===== config.mk =====
export PLATFORM = sky130hd
export DESIGN_NAME = two_body_gravity_euler_step_core
export DESIGN_NICKNAME = d
export VERILOG_FILES = /design/src/rtl/tbg_pkg.sv /design/src/rtl/tbg_alu.sv /design/src/rtl/two_body_gravity_euler_step_core.sv
export SDC_FILE = /design/constraint.sdc
export NUM_CORES = 2
export LEC_CHECK = 0
export ABC_CLOCK_PERIOD_IN_PS = 11000
export BUFFER_PORTS_ARGS = -buffer_cell sky130_fd_sc_hd__buf_2
export CAP_MARGIN = 25
export CORE_UTILIZATION = 57
export DETAILED_ROUTE_END_ITERATION = 10
export PLACE_DENSITY = 0.78
export SLEW_MARGIN = 20
export SYNTH_ARGS = -nofsm -noshare
export SYNTH_HDL_FRONTEND = slang
export SYNTH_SLANG_ARGS = --single-unit

===== constraint.sdc =====
create_clock -name clk -period 11 [get_ports clk]
set_input_delay 0.55 -clock clk [delete_from_list [all_inputs] [get_ports clk]]
set_output_delay 0.55 -clock clk [all_outputs]
set_load 0.05 [all_outputs]

===== src/rtl/tbg_pkg.sv =====
package tbg_pkg;

  localparam int PW   = 48;   // position / velocity / gm width
  localparam int DW   = PW + 1; // difference width
  localparam int SQW  = 98;   // squared distance width
  localparam int LW   = 49;   // root width
  localparam int AW   = 47;   // acceleration magnitude width
  localparam int PRW  = AW + DW; // magnitude times |diff|
  localparam int W    = 104;  // shared unit datapath width
  localparam int CW   = 7;    // iteration counter width
  localparam int GM_SHIFT = 56;

  localparam logic [CW-1:0] ITER_DIV = CW'(W);
  localparam logic [CW-1:0] ITER_MUL = CW'(W / 2);

  localparam logic [PW-1:0] GM2_RESET = PW'(398137754);
  localparam logic [PW-1:0] GM1_RESET = PW'(4375183);

  typedef enum logic {
    CFG_GM_SECOND = 1'b0,
    CFG_GM_FIRST  = 1'b1
  } cfg_idx_t;

  typedef enum logic {
    KIND_LOAD = 1'b0,
    KIND_STEP = 1'b1
  } kind_t;

  typedef enum logic [1:0] {
    OP_MUL  = 2'd0,
    OP_DIV  = 2'd1,
    OP_SQRT = 2'd2
  } alu_op_t;

  typedef struct packed {
    logic    start;
    alu_op_t op;
  } alu_cmd_t;

  typedef struct packed {
    logic                 kind;
    logic                 body_select;
    logic signed [PW-1:0] load_pos_x;
    logic signed [PW-1:0] load_pos_y;
    logic signed [PW-1:0] load_vel_x;
    logic signed [PW-1:0] load_vel_y;
  } tbg_in_t;

  typedef struct packed {
    logic signed [PW-1:0] first_x;
    logic signed [PW-1:0] first_y;
    logic signed [PW-1:0] second_x;
    logic signed [PW-1:0] second_y;
    logic                 coincident;
  } tbg_out_t;

endpackage


===== src/rtl/tbg_alu.sv =====
// Shared iterative unit: shift-add multiply, restoring divide, digit-by-digit root.
module tbg_alu (
  input  logic                       clk,
  input  logic                       rst,
  input  tbg_pkg::alu_cmd_t          cmd,
  input  logic [tbg_pkg::W-1:0]      opa,
  input  logic [tbg_pkg::W-1:0]      opb,
  output logic                       done,
  output logic [tbg_pkg::W-1:0]      result
);

  localparam int W = tbg_pkg::W;

  logic                      busy;
  tbg_pkg::alu_op_t          op_q;
  logic [tbg_pkg::CW-1:0]    cnt;
  logic [W-1:0]              r, n, d, q;
  logic [W-1:0]              x, y;
  logic                      sub;
  logic [W:0]                sum;
  logic                      take;

  always_comb begin
    unique case (op_q)
      tbg_pkg::OP_DIV: begin
        x   = {r[W-2:0], n[W-1]};
        y   = d;
        sub = 1'b1;
      end
      tbg_pkg::OP_SQRT: begin
        x   = {r[W-3:0], n[W-1:W-2]};
        y   = {q[W-3:0], 2'b01};
        sub = 1'b1;
      end
      default: begin
        x   = r;
        y   = q[0] ? d : '0;
        sub = 1'b0;
      end
    endcase
    // carry out of x + ~y + 1 means x >= y
    sum  = {1'b0, x} + {1'b0, (sub ? ~y : y)} + {{W{1'b0}}, sub};
    take = sum[W];
  end

  assign result = (op_q == tbg_pkg::OP_MUL) ? r : q;

  always_ff @(posedge clk) begin
    if (rst) begin
      busy <= 1'b0;
      done <= 1'b0;
    end else begin
      done <= busy && (cnt == tbg_pkg::CW'(1));
      if (cmd.start) begin
        busy <= 1'b1;
      end else if (cnt == tbg_pkg::CW'(1)) begin
        busy <= 1'b0;
      end
    end
  end

  always_ff @(posedge clk) begin
    if (cmd.start) begin
      op_q <= cmd.op;
      cnt  <= (cmd.op == tbg_pkg::OP_DIV) ? tbg_pkg::ITER_DIV : tbg_pkg::ITER_MUL;
      r    <= '0;
      q    <= (cmd.op == tbg_pkg::OP_MUL) ? opb : '0;
      d    <= (cmd.op == tbg_pkg::OP_MUL) ? opa : opb;
      n    <= opa;
    end else if (busy) begin
      cnt <= cnt - tbg_pkg::CW'(1);
      unique case (op_q)
        tbg_pkg::OP_DIV: begin
          r <= take ? sum[W-1:0] : x;
          q <= {q[W-2:0], take};
          n <= {n[W-2:0], 1'b0};
        end
        tbg_pkg::OP_SQRT: begin
          r <= take ? sum[W-1:0] : x;
          q <= {q[W-2:0], take};
          n <= {n[W-3:0], 2'b00};
        end
        default: begin
          r <= sum[W-1:0];
          d <= {d[W-2:0], 1'b0};
          q <= {1'b0, q[W-1:1]};
        end
      endcase
    end
  end

endmodule


===== src/rtl/two_body_gravity_euler_step_core.sv =====
// channel | dir | handshake         | word
// cfg     | in  | cfg_we            | cfg_index, cfg_data (gm registers)
// in      | in  | in_valid/in_stall | tbg_in_t
// out     | out | out_valid/out_stall | tbg_out_t
//
// Load word: result valid the cycle after accept. Step word: its run time is set by the one
// 104-bit add/subtract unit retiring one bit per cycle, shared by every product, divide and root.
// One word in flight; in_stall is high from accept until the result is taken.
// rst is synchronous: gm registers return to defaults, bodies clear to zero.
// A stalled result holds; the core waits on out_stall with no loss.
module two_body_gravity_euler_step_core (
  input  logic                       clk,
  input  logic                       rst,
  input  logic                       cfg_we,
  input  logic                       cfg_index,
  input  logic [tbg_pkg::PW-1:0]     cfg_data,
  input  logic                       in_valid,
  output logic                       in_stall,
  input  tbg_pkg::tbg_in_t           in_word,
  output logic                       out_valid,
  input  logic                       out_stall,
  output tbg_pkg::tbg_out_t          out_word
);

  localparam int PW = tbg_pkg::PW;
  localparam int DW = tbg_pkg::DW;
  localparam int W  = tbg_pkg::W;
  localparam int AW = tbg_pkg::AW;

  typedef enum logic [11:0] {
    ST_IDLE    = 12'b000000000001,
    ST_DIFF    = 12'b000000000010,
    ST_SQ_X    = 12'b000000000100,
    ST_SQ_Y    = 12'b000000001000,
    ST_ROOT    = 12'b000000010000,
    ST_ACC1    = 12'b000000100000,
    ST_ACC2    = 12'b000001000000,
    ST_CMP_MUL = 12'b000010000000,
    ST_CMP_DIV = 12'b000100000000,
    ST_UPD_VEL = 12'b001000000000,
    ST_UPD_POS = 12'b010000000000,
    ST_OUT     = 12'b100000000000
  } state_t;

  state_t state;

  logic [PW-1:0]             gm2, gm1;
  logic signed [PW-1:0]      pos_x [2];
  logic signed [PW-1:0]      pos_y [2];
  logic signed [PW-1:0]      vel_x [2];
  logic signed [PW-1:0]      vel_y [2];

  logic                      bi, ax, co, pend;
  logic signed [DW-1:0]      dx, dy;
  logic [tbg_pkg::SQW-1:0]   d2;
  logic [tbg_pkg::LW-1:0]    len;
  logic [AW-1:0]             a1, a2;
  logic [tbg_pkg::PRW-1:0]   prod;
  logic signed [PW-1:0]      comp_x, comp_y;

  tbg_pkg::alu_cmd_t         cmd;
  logic [W-1:0]              opa, opb, res;
  logic                      alu_done;

  logic [DW-1:0]             mag_x, mag_y, mag_sel;
  logic signed [PW-1:0]      own_px, own_py, oth_px, oth_py, own_vx, own_vy;
  logic signed [PW-1:0]      comp_val, vx_new, vy_new, px_new, py_new;
  logic [AW-1:0]             acc_sat;

  function automatic logic signed [PW-1:0] sat48(input logic signed [PW:0] v);
    if (v[PW] != v[PW-1]) begin
      sat48 = v[PW] ? {1'b1, {(PW-1){1'b0}}} : {1'b0, {(PW-1){1'b1}}};
    end else begin
      sat48 = v[PW-1:0];
    end
  endfunction

  always_comb begin
    own_px  = bi ? pos_x[1] : pos_x[0];
    own_py  = bi ? pos_y[1] : pos_y[0];
    oth_px  = bi ? pos_x[0] : pos_x[1];
    oth_py  = bi ? pos_y[0] : pos_y[1];
    own_vx  = bi ? vel_x[1] : vel_x[0];
    own_vy  = bi ? vel_y[1] : vel_y[0];
    mag_x   = dx[DW-1] ? DW'(-dx) : DW'(dx);
    mag_y   = dy[DW-1] ? DW'(-dy) : DW'(dy);
    mag_sel = ax ? mag_y : mag_x;
    // quotient fits below 2^47 on component divides, sign from direction
    comp_val = (ax ? dy[DW-1] : dx[DW-1]) ? -$signed({1'b0, res[AW-1:0]})
                                          : $signed({1'b0, res[AW-1:0]});
    acc_sat = (|res[W-1:AW]) ? {AW{1'b1}} : res[AW-1:0];
    vx_new  = sat48({own_vx[PW-1], own_vx} + {comp_x[PW-1], comp_x});
    vy_new  = sat48({own_vy[PW-1], own_vy} + {comp_y[PW-1], comp_y});
    px_new  = sat48({own_px[PW-1], own_px} + {own_vx[PW-1], own_vx});
    py_new  = sat48({own_py[PW-1], own_py} + {own_vy[PW-1], own_vy});
  end

  // operand routing to the shared unit
  always_comb begin
    cmd.start = 1'b0;
    cmd.op    = tbg_pkg::OP_MUL;
    opa       = '0;
    opb       = '0;
    unique case (state)
      ST_SQ_X: begin
        cmd.start = !pend;
        opa = W'(mag_x);
        opb = W'(mag_x);
      end
      ST_SQ_Y: begin
        cmd.start = !pend;
        opa = W'(mag_y);
        opb = W'(mag_y);
      end
      ST_ROOT: begin
        cmd.start = !pend;
        cmd.op    = tbg_pkg::OP_SQRT;
        opa = W'(d2);
      end
      ST_ACC1: begin
        cmd.start = !pend;
        cmd.op    = tbg_pkg::OP_DIV;
        opa = {gm2, {tbg_pkg::GM_SHIFT{1'b0}}};
        opb = W'(d2);
      end
      ST_ACC2: begin
        cmd.start = !pend;
        cmd.op    = tbg_pkg::OP_DIV;
        opa = {gm1, {tbg_pkg::GM_SHIFT{1'b0}}};
        opb = W'(d2);
      end
      ST_CMP_MUL: begin
        cmd.start = !pend && (len != '0);
        opa = W'(bi ? a2 : a1);
        opb = W'(mag_sel);
      end
      ST_CMP_DIV: begin
        cmd.start = !pend;
        cmd.op    = tbg_pkg::OP_DIV;
        opa = W'(prod);
        opb = W'(len);
      end
      default: begin
        cmd.start = 1'b0;
      end
    endcase
  end

  tbg_alu u_alu (
    .clk    (clk),
    .rst    (rst),
    .cmd    (cmd),
    .opa    (opa),
    .opb    (opb),
    .done   (alu_done),
    .result (res)
  );

  always_ff @(posedge clk) begin
    if (rst) begin
      state <= ST_IDLE;
      pend  <= 1'b0;
      gm2   <= tbg_pkg::GM2_RESET;
      gm1   <= tbg_pkg::GM1_RESET;
      for (int i = 0; i < 2; i++) begin
        pos_x[i] <= '0;
        pos_y[i] <= '0;
        vel_x[i] <= '0;
        vel_y[i] <= '0;
      end
    end else begin
      if (cfg_we) begin
        unique case (tbg_pkg::cfg_idx_t'(cfg_index))
          tbg_pkg::CFG_GM_SECOND: gm2 <= cfg_data;
          tbg_pkg::CFG_GM_FIRST:  gm1 <= cfg_data;
          default:                gm2 <= gm2;
        endcase
      end

      if (cmd.start) begin
        pend <= 1'b1;
      end else if (alu_done) begin
        pend <= 1'b0;
      end

      unique case (state)
        ST_IDLE: begin
          if (in_valid) begin
            co <= 1'b0;
            if (in_word.kind == tbg_pkg::KIND_STEP) begin
              bi    <= 1'b0;
              state <= ST_DIFF;
            end else begin
              pos_x[in_word.body_select] <= in_word.load_pos_x;
              pos_y[in_word.body_select] <= in_word.load_pos_y;
              vel_x[in_word.body_select] <= in_word.load_vel_x;
              vel_y[in_word.body_select] <= in_word.load_vel_y;
              state <= ST_OUT;
            end
          end
        end
        ST_DIFF: begin
          dx    <= {oth_px[PW-1], oth_px} - {own_px[PW-1], own_px};
          dy    <= {oth_py[PW-1], oth_py} - {own_py[PW-1], own_py};
          state <= ST_SQ_X;
        end
        ST_SQ_X: begin
          if (alu_done) begin
            d2    <= res[tbg_pkg::SQW-1:0];
            state <= ST_SQ_Y;
          end
        end
        ST_SQ_Y: begin
          if (alu_done) begin
            d2    <= d2 + res[tbg_pkg::SQW-1:0];
            state <= ST_ROOT;
          end
        end
        ST_ROOT: begin
          if (alu_done) begin
            len <= res[tbg_pkg::LW-1:0];
            ax  <= 1'b0;
            if (res[tbg_pkg::LW-1:0] == '0) begin
              co <= 1'b1;
              // coincident old positions: both pulls vanish
              if (!bi) begin
                a1 <= '0;
                a2 <= '0;
              end
              state <= ST_CMP_MUL;
            end else begin
              state <= bi ? ST_CMP_MUL : ST_ACC1;
            end
          end
        end
        ST_ACC1: begin
          if (alu_done) begin
            a1    <= acc_sat;
            state <= ST_ACC2;
          end
        end
        ST_ACC2: begin
          if (alu_done) begin
            a2    <= acc_sat;
            state <= ST_CMP_MUL;
          end
        end
        ST_CMP_MUL: begin
          if (len == '0) begin
            if (ax) begin
              comp_y <= '0;
              state  <= ST_UPD_VEL;
            end else begin
              comp_x <= '0;
              ax     <= 1'b1;
            end
          end else if (alu_done) begin
            prod  <= res[tbg_pkg::PRW-1:0];
            state <= ST_CMP_DIV;
          end
        end
        ST_CMP_DIV: begin
          if (alu_done) begin
            if (ax) begin
              comp_y <= comp_val;
              state  <= ST_UPD_VEL;
            end else begin
              comp_x <= comp_val;
              ax     <= 1'b1;
              state  <= ST_CMP_MUL;
            end
          end
        end
        ST_UPD_VEL: begin
          vel_x[bi] <= vx_new;
          vel_y[bi] <= vy_new;
          state     <= ST_UPD_POS;
        end
        ST_UPD_POS: begin
          pos_x[bi] <= px_new;
          pos_y[bi] <= py_new;
          if (bi) begin
            state <= ST_OUT;
          end else begin
            bi    <= 1'b1;
            state <= ST_DIFF;
          end
        end
        ST_OUT: begin
          if (!out_stall) begin
            state <= ST_IDLE;
          end
        end
        default: begin
          state <= ST_IDLE;
        end
      endcase
    end
  end

  assign in_stall  = (state != ST_IDLE);
  assign out_valid = (state == ST_OUT);

  always_comb begin
    out_word.first_x    = pos_x[0];
    out_word.first_y    = pos_y[0];
    out_word.second_x   = pos_x[1];
    out_word.second_y   = pos_y[1];
    out_word.coincident = co;
  end

endmodule


==> summary.md <==
| Metric | Value |
|---|---|
| Post-CTS Resized | `0` |
| Hold_buf cts | `56` |
| TritonCTS clock tree | `yes` |
| H-tree depth | `4` |
| Cells after Synth | `10,843` |
| Final setup violation count | `0` |
| Post-synthesis register bit count | `1,454` |
| Vias per std cell | `6.86` |
| Period utilisation layout | `0.697` |
| Root Buffer | `clkbuf_16` |
| Final instance area | `111,000 um^2` |
| Initial core utilization | `0.575` |
| Clock slew at reported path FFs | `60 ps` |
| Final WL | `388,000 um` |
| Tot GR Track Use | `0.417` |
| Primary FF master, synth | `edfxtp_1` |
| Worst stage delay on the critical path | `870 ps` |
| Fillcell total | `14,515` |
| Hold crit path type | `in -> reg` |
| DR vias | `92,001` |
| First-pass GRT wire length | `563,000 um` |
| Fraction of layout cells with a size suffix above 1 | `0.120` |
| Ys Warns | `0` |
| Routed len/inst | `29.0 um` |
| CP Launch Type | `flip-flop` |
| Synth cell types | `108` |
| Clock buffer depth | `3` |
| Post-synth EDFFs | `1,239` |
| Cell family with most CP delay | `compound AO/OA/AOI/OAI gates` |
| Hold depth | `3` |
| Final setup margin | `3330 ps` |
| DIE WIDTH | `424 um` |
| Critical path class | `reg -> reg` |
| Cell count along the critical path | `17` |
| Seq/Total Area, Yosys | `0.410` |
| Mapped Area | `101,000 um^2` |
| IO buf count | `442` |
| Worst-Margin Slew | `1220 ps` |
| Fmax | `130 MHz` |
| Die height | `424 um` |
| Critical-path maximum fanout | `122` |
| Placed cells | `13,047` |
| Clk_lat worst skew | `850 ps` |
| Worst path slowest cell | `buf_4` |
| Rows | `154` |
| DP Area | `105,000 um^2` |
| Average cell area after synthesis | `9.34 um^2` |
| CP cell instances | `buf_12 -> buf_4 -> mux2_2 -> ha_1 -> nor4_1 -> o31ai_1 -> o21ai_0 -> a21oi_1 -> o21ai_0 -> a21oi_1 -> a211oi_1 -> xnor2_2 -> buf_4 -> nand2_1 -> o21ai_0 -> a22oi_1 -> nor2_1` |
| Syn Nets | `11,595` |
| Dpl ws | `3530 ps` |
| Top cells by count, synth | `1,239 x edfxtp_1, 1,202 x nor2_1, 1,065 x a21oi_1` |
| Static leakage | `0.0450 uW` |
| Max Cap Violations | `0` |
| Die ar. | `179,000 um^2` |
| Arr. time, crit path | `8220 ps` |
| Final net count | `11,687` |
| Total setup buffers inserted after CTS | `0` |
| Buffers & Inverters on Critical Path | `3` |
| Outcome | `finished with violations` |
| Number of nets with antenna violations after routing | `0` |
| Number of DRC markers in iteration 0 | `13,770` |
| Length in cells of the worst reg-to-reg path | `17` |
| Core Box Area | `176,000 um^2` |
| Io pins | `443` |
| Top cell type's share of synthesized area | `0.367` |
| Num CTS Buffers | `163` |
| Area leader, netlist | `edfxtp_1` |
| CP endpoint kind | `flip-flop` |
| Count leader, synth | `edfxtp_1` |
| Critical path data required time | `11,560 ps` |
| Largest net degree at the start of global routing | `177` |
| Clock Skew | `34.7 ps` |
| Max-slew violation count | `0` |
| Number of global-route vias before repair | `85,517` |
| Asr flop ratio synth | `0` |
| Slew headroom | `0.187` |
| Failing checks | `design-rule violations` |
| Min Tclk post-route | `7670 ps` |
| Clock sink count | `1,454` |
| 1st-pass router iterations | `11` |
| Grt total ovfl | `0` |
| Worst vdd ir | `0.000144 V` |
| Residual DRC count | `17` |
| PwrDens | `205 nW/um^2` |
| Initial antenna violation count | `19` |
| Fin Setup TNS | `0 ps` |
| Most frequent cell on the critical path | `o21ai_0` |
| Final Hold Fails | `0` |
| Post-DP HPWL | `286,000 um` |
| Syn-to-layout area delta | `10.0%` |
| Gp weighted congestion | `1.04` |
| Largest cells by area after synthesis | `edfxtp_1 37%, ha_1 6.1%, a21oi_1 5.3%, nor2_1 4.5%, dfxtp_1 4.2%` |
| Non-filler cells, final | `13,415` |
| RSZ-0062 raised after global routing | `no` |
path summary, 6_finish.rpt:
path                 from      endpoint  slack (ps)
max                    bi  vel_x[1][24]        3330
min          in_word[122]  pos_y[0][26]          40
max reg2reg            bi  vel_x[1][24]        3330
min reg2reg       gm2[39]       gm2[39]         460
tightest hold or removal path, cell delays in order:
cell,delay [ps]
buf_2,80
a21oi_1,60
nor2_1,80
cell usage in the layout (no fill, tap or decap), drive strengths merged, types with 37 or more instances in the layout:
cell and n:
and2 37, mux2i 347, or3 63, a222oi 77, inv 301, nor3 113
a31oi 152, o21bai 83, o21ai 563, dfxtp 215, a21o 362, nor2b 158
a221o 54, and3 91, xnor2 327, nor2 1203, nor4 44, xor2 242
a211oi 177, clkbuf 208, maj3 54, buf 590, nand4 114, nand2 901
a22oi 221, ha 496, nand2b 70, edfxtp 1239, a22o 120, nand3 209
dlygate4sd3 56, o21a 94, a21oi 1070, clkinv 51, o31ai 77, mux2 352
registers in the layout, summed over array words and instances, names as in the netlist, 96 cells and up:
name / count
d2: 98
pos_x: 96
pos_y: 96
prod: 96
u_alu.d: 104
u_alu.n: 104
u_alu.q: 104
u_alu.r: 104
vel_x: 96
vel_y: 96
cell type report:
cell class	count	area, um^2	share of cell area
clock inverters	92	1080	0.00967
diodes	5	12.5	0.000112
multi-input cells	8381	56300	0.505
repair buffers	646	4100	0.0368
clock buffers	208	4430	0.0397
inverters	289	1090	0.00978
flip-flops and latches	1454	41500	0.372
well taps	2340	2930	0.0263
kinds of logic after synthesis:
group                    after synthesis  synth area share
flip-flops                          1454             0.410
AO/OA/AOI/OAI                       3410             0.220
XOR/XNOR                             569            0.0492
multiplexers                         699            0.0734
buffers and inverters               1008            0.0386
AND/OR/NAND/NOR                     3145             0.140
adder cells (fa/ha/maj)              558            0.0682
power breakdown:
group / internal [uW] / switching, uW / total, uW
sequential: 6750 / 656 / 7410
combinational: 3470 / 6180 / 9650
clock: 3280 / 2490 / 5770
routing by layer:
| metal | routed length [um] | vias to the layer above | global-route usage |
|---|---|---|---|
| met1 | 151000 | 44311 | 0.559 |
| met2 | 168000 | 5924 | 0.626 |
| met4 | 24500 | 14 | 0.225 |
| met5 | 101 | - | 0 |
| met3 | 44500 | 1014 | 0.0946 |
| li1 | - | 40738 | - |
metrics by stage:
stage,utilization,hold slack (ps),total power (uW)
CTS,0.631,1.37,22500
finish,0.632,43.9,22800
global route,0.632,35.4,23800
floorplan,-,436,14000
detailed placement,0.597,448,16800
global placement,0.596,443,16700
Note: power is estimated with default switching activity, not from simulation.
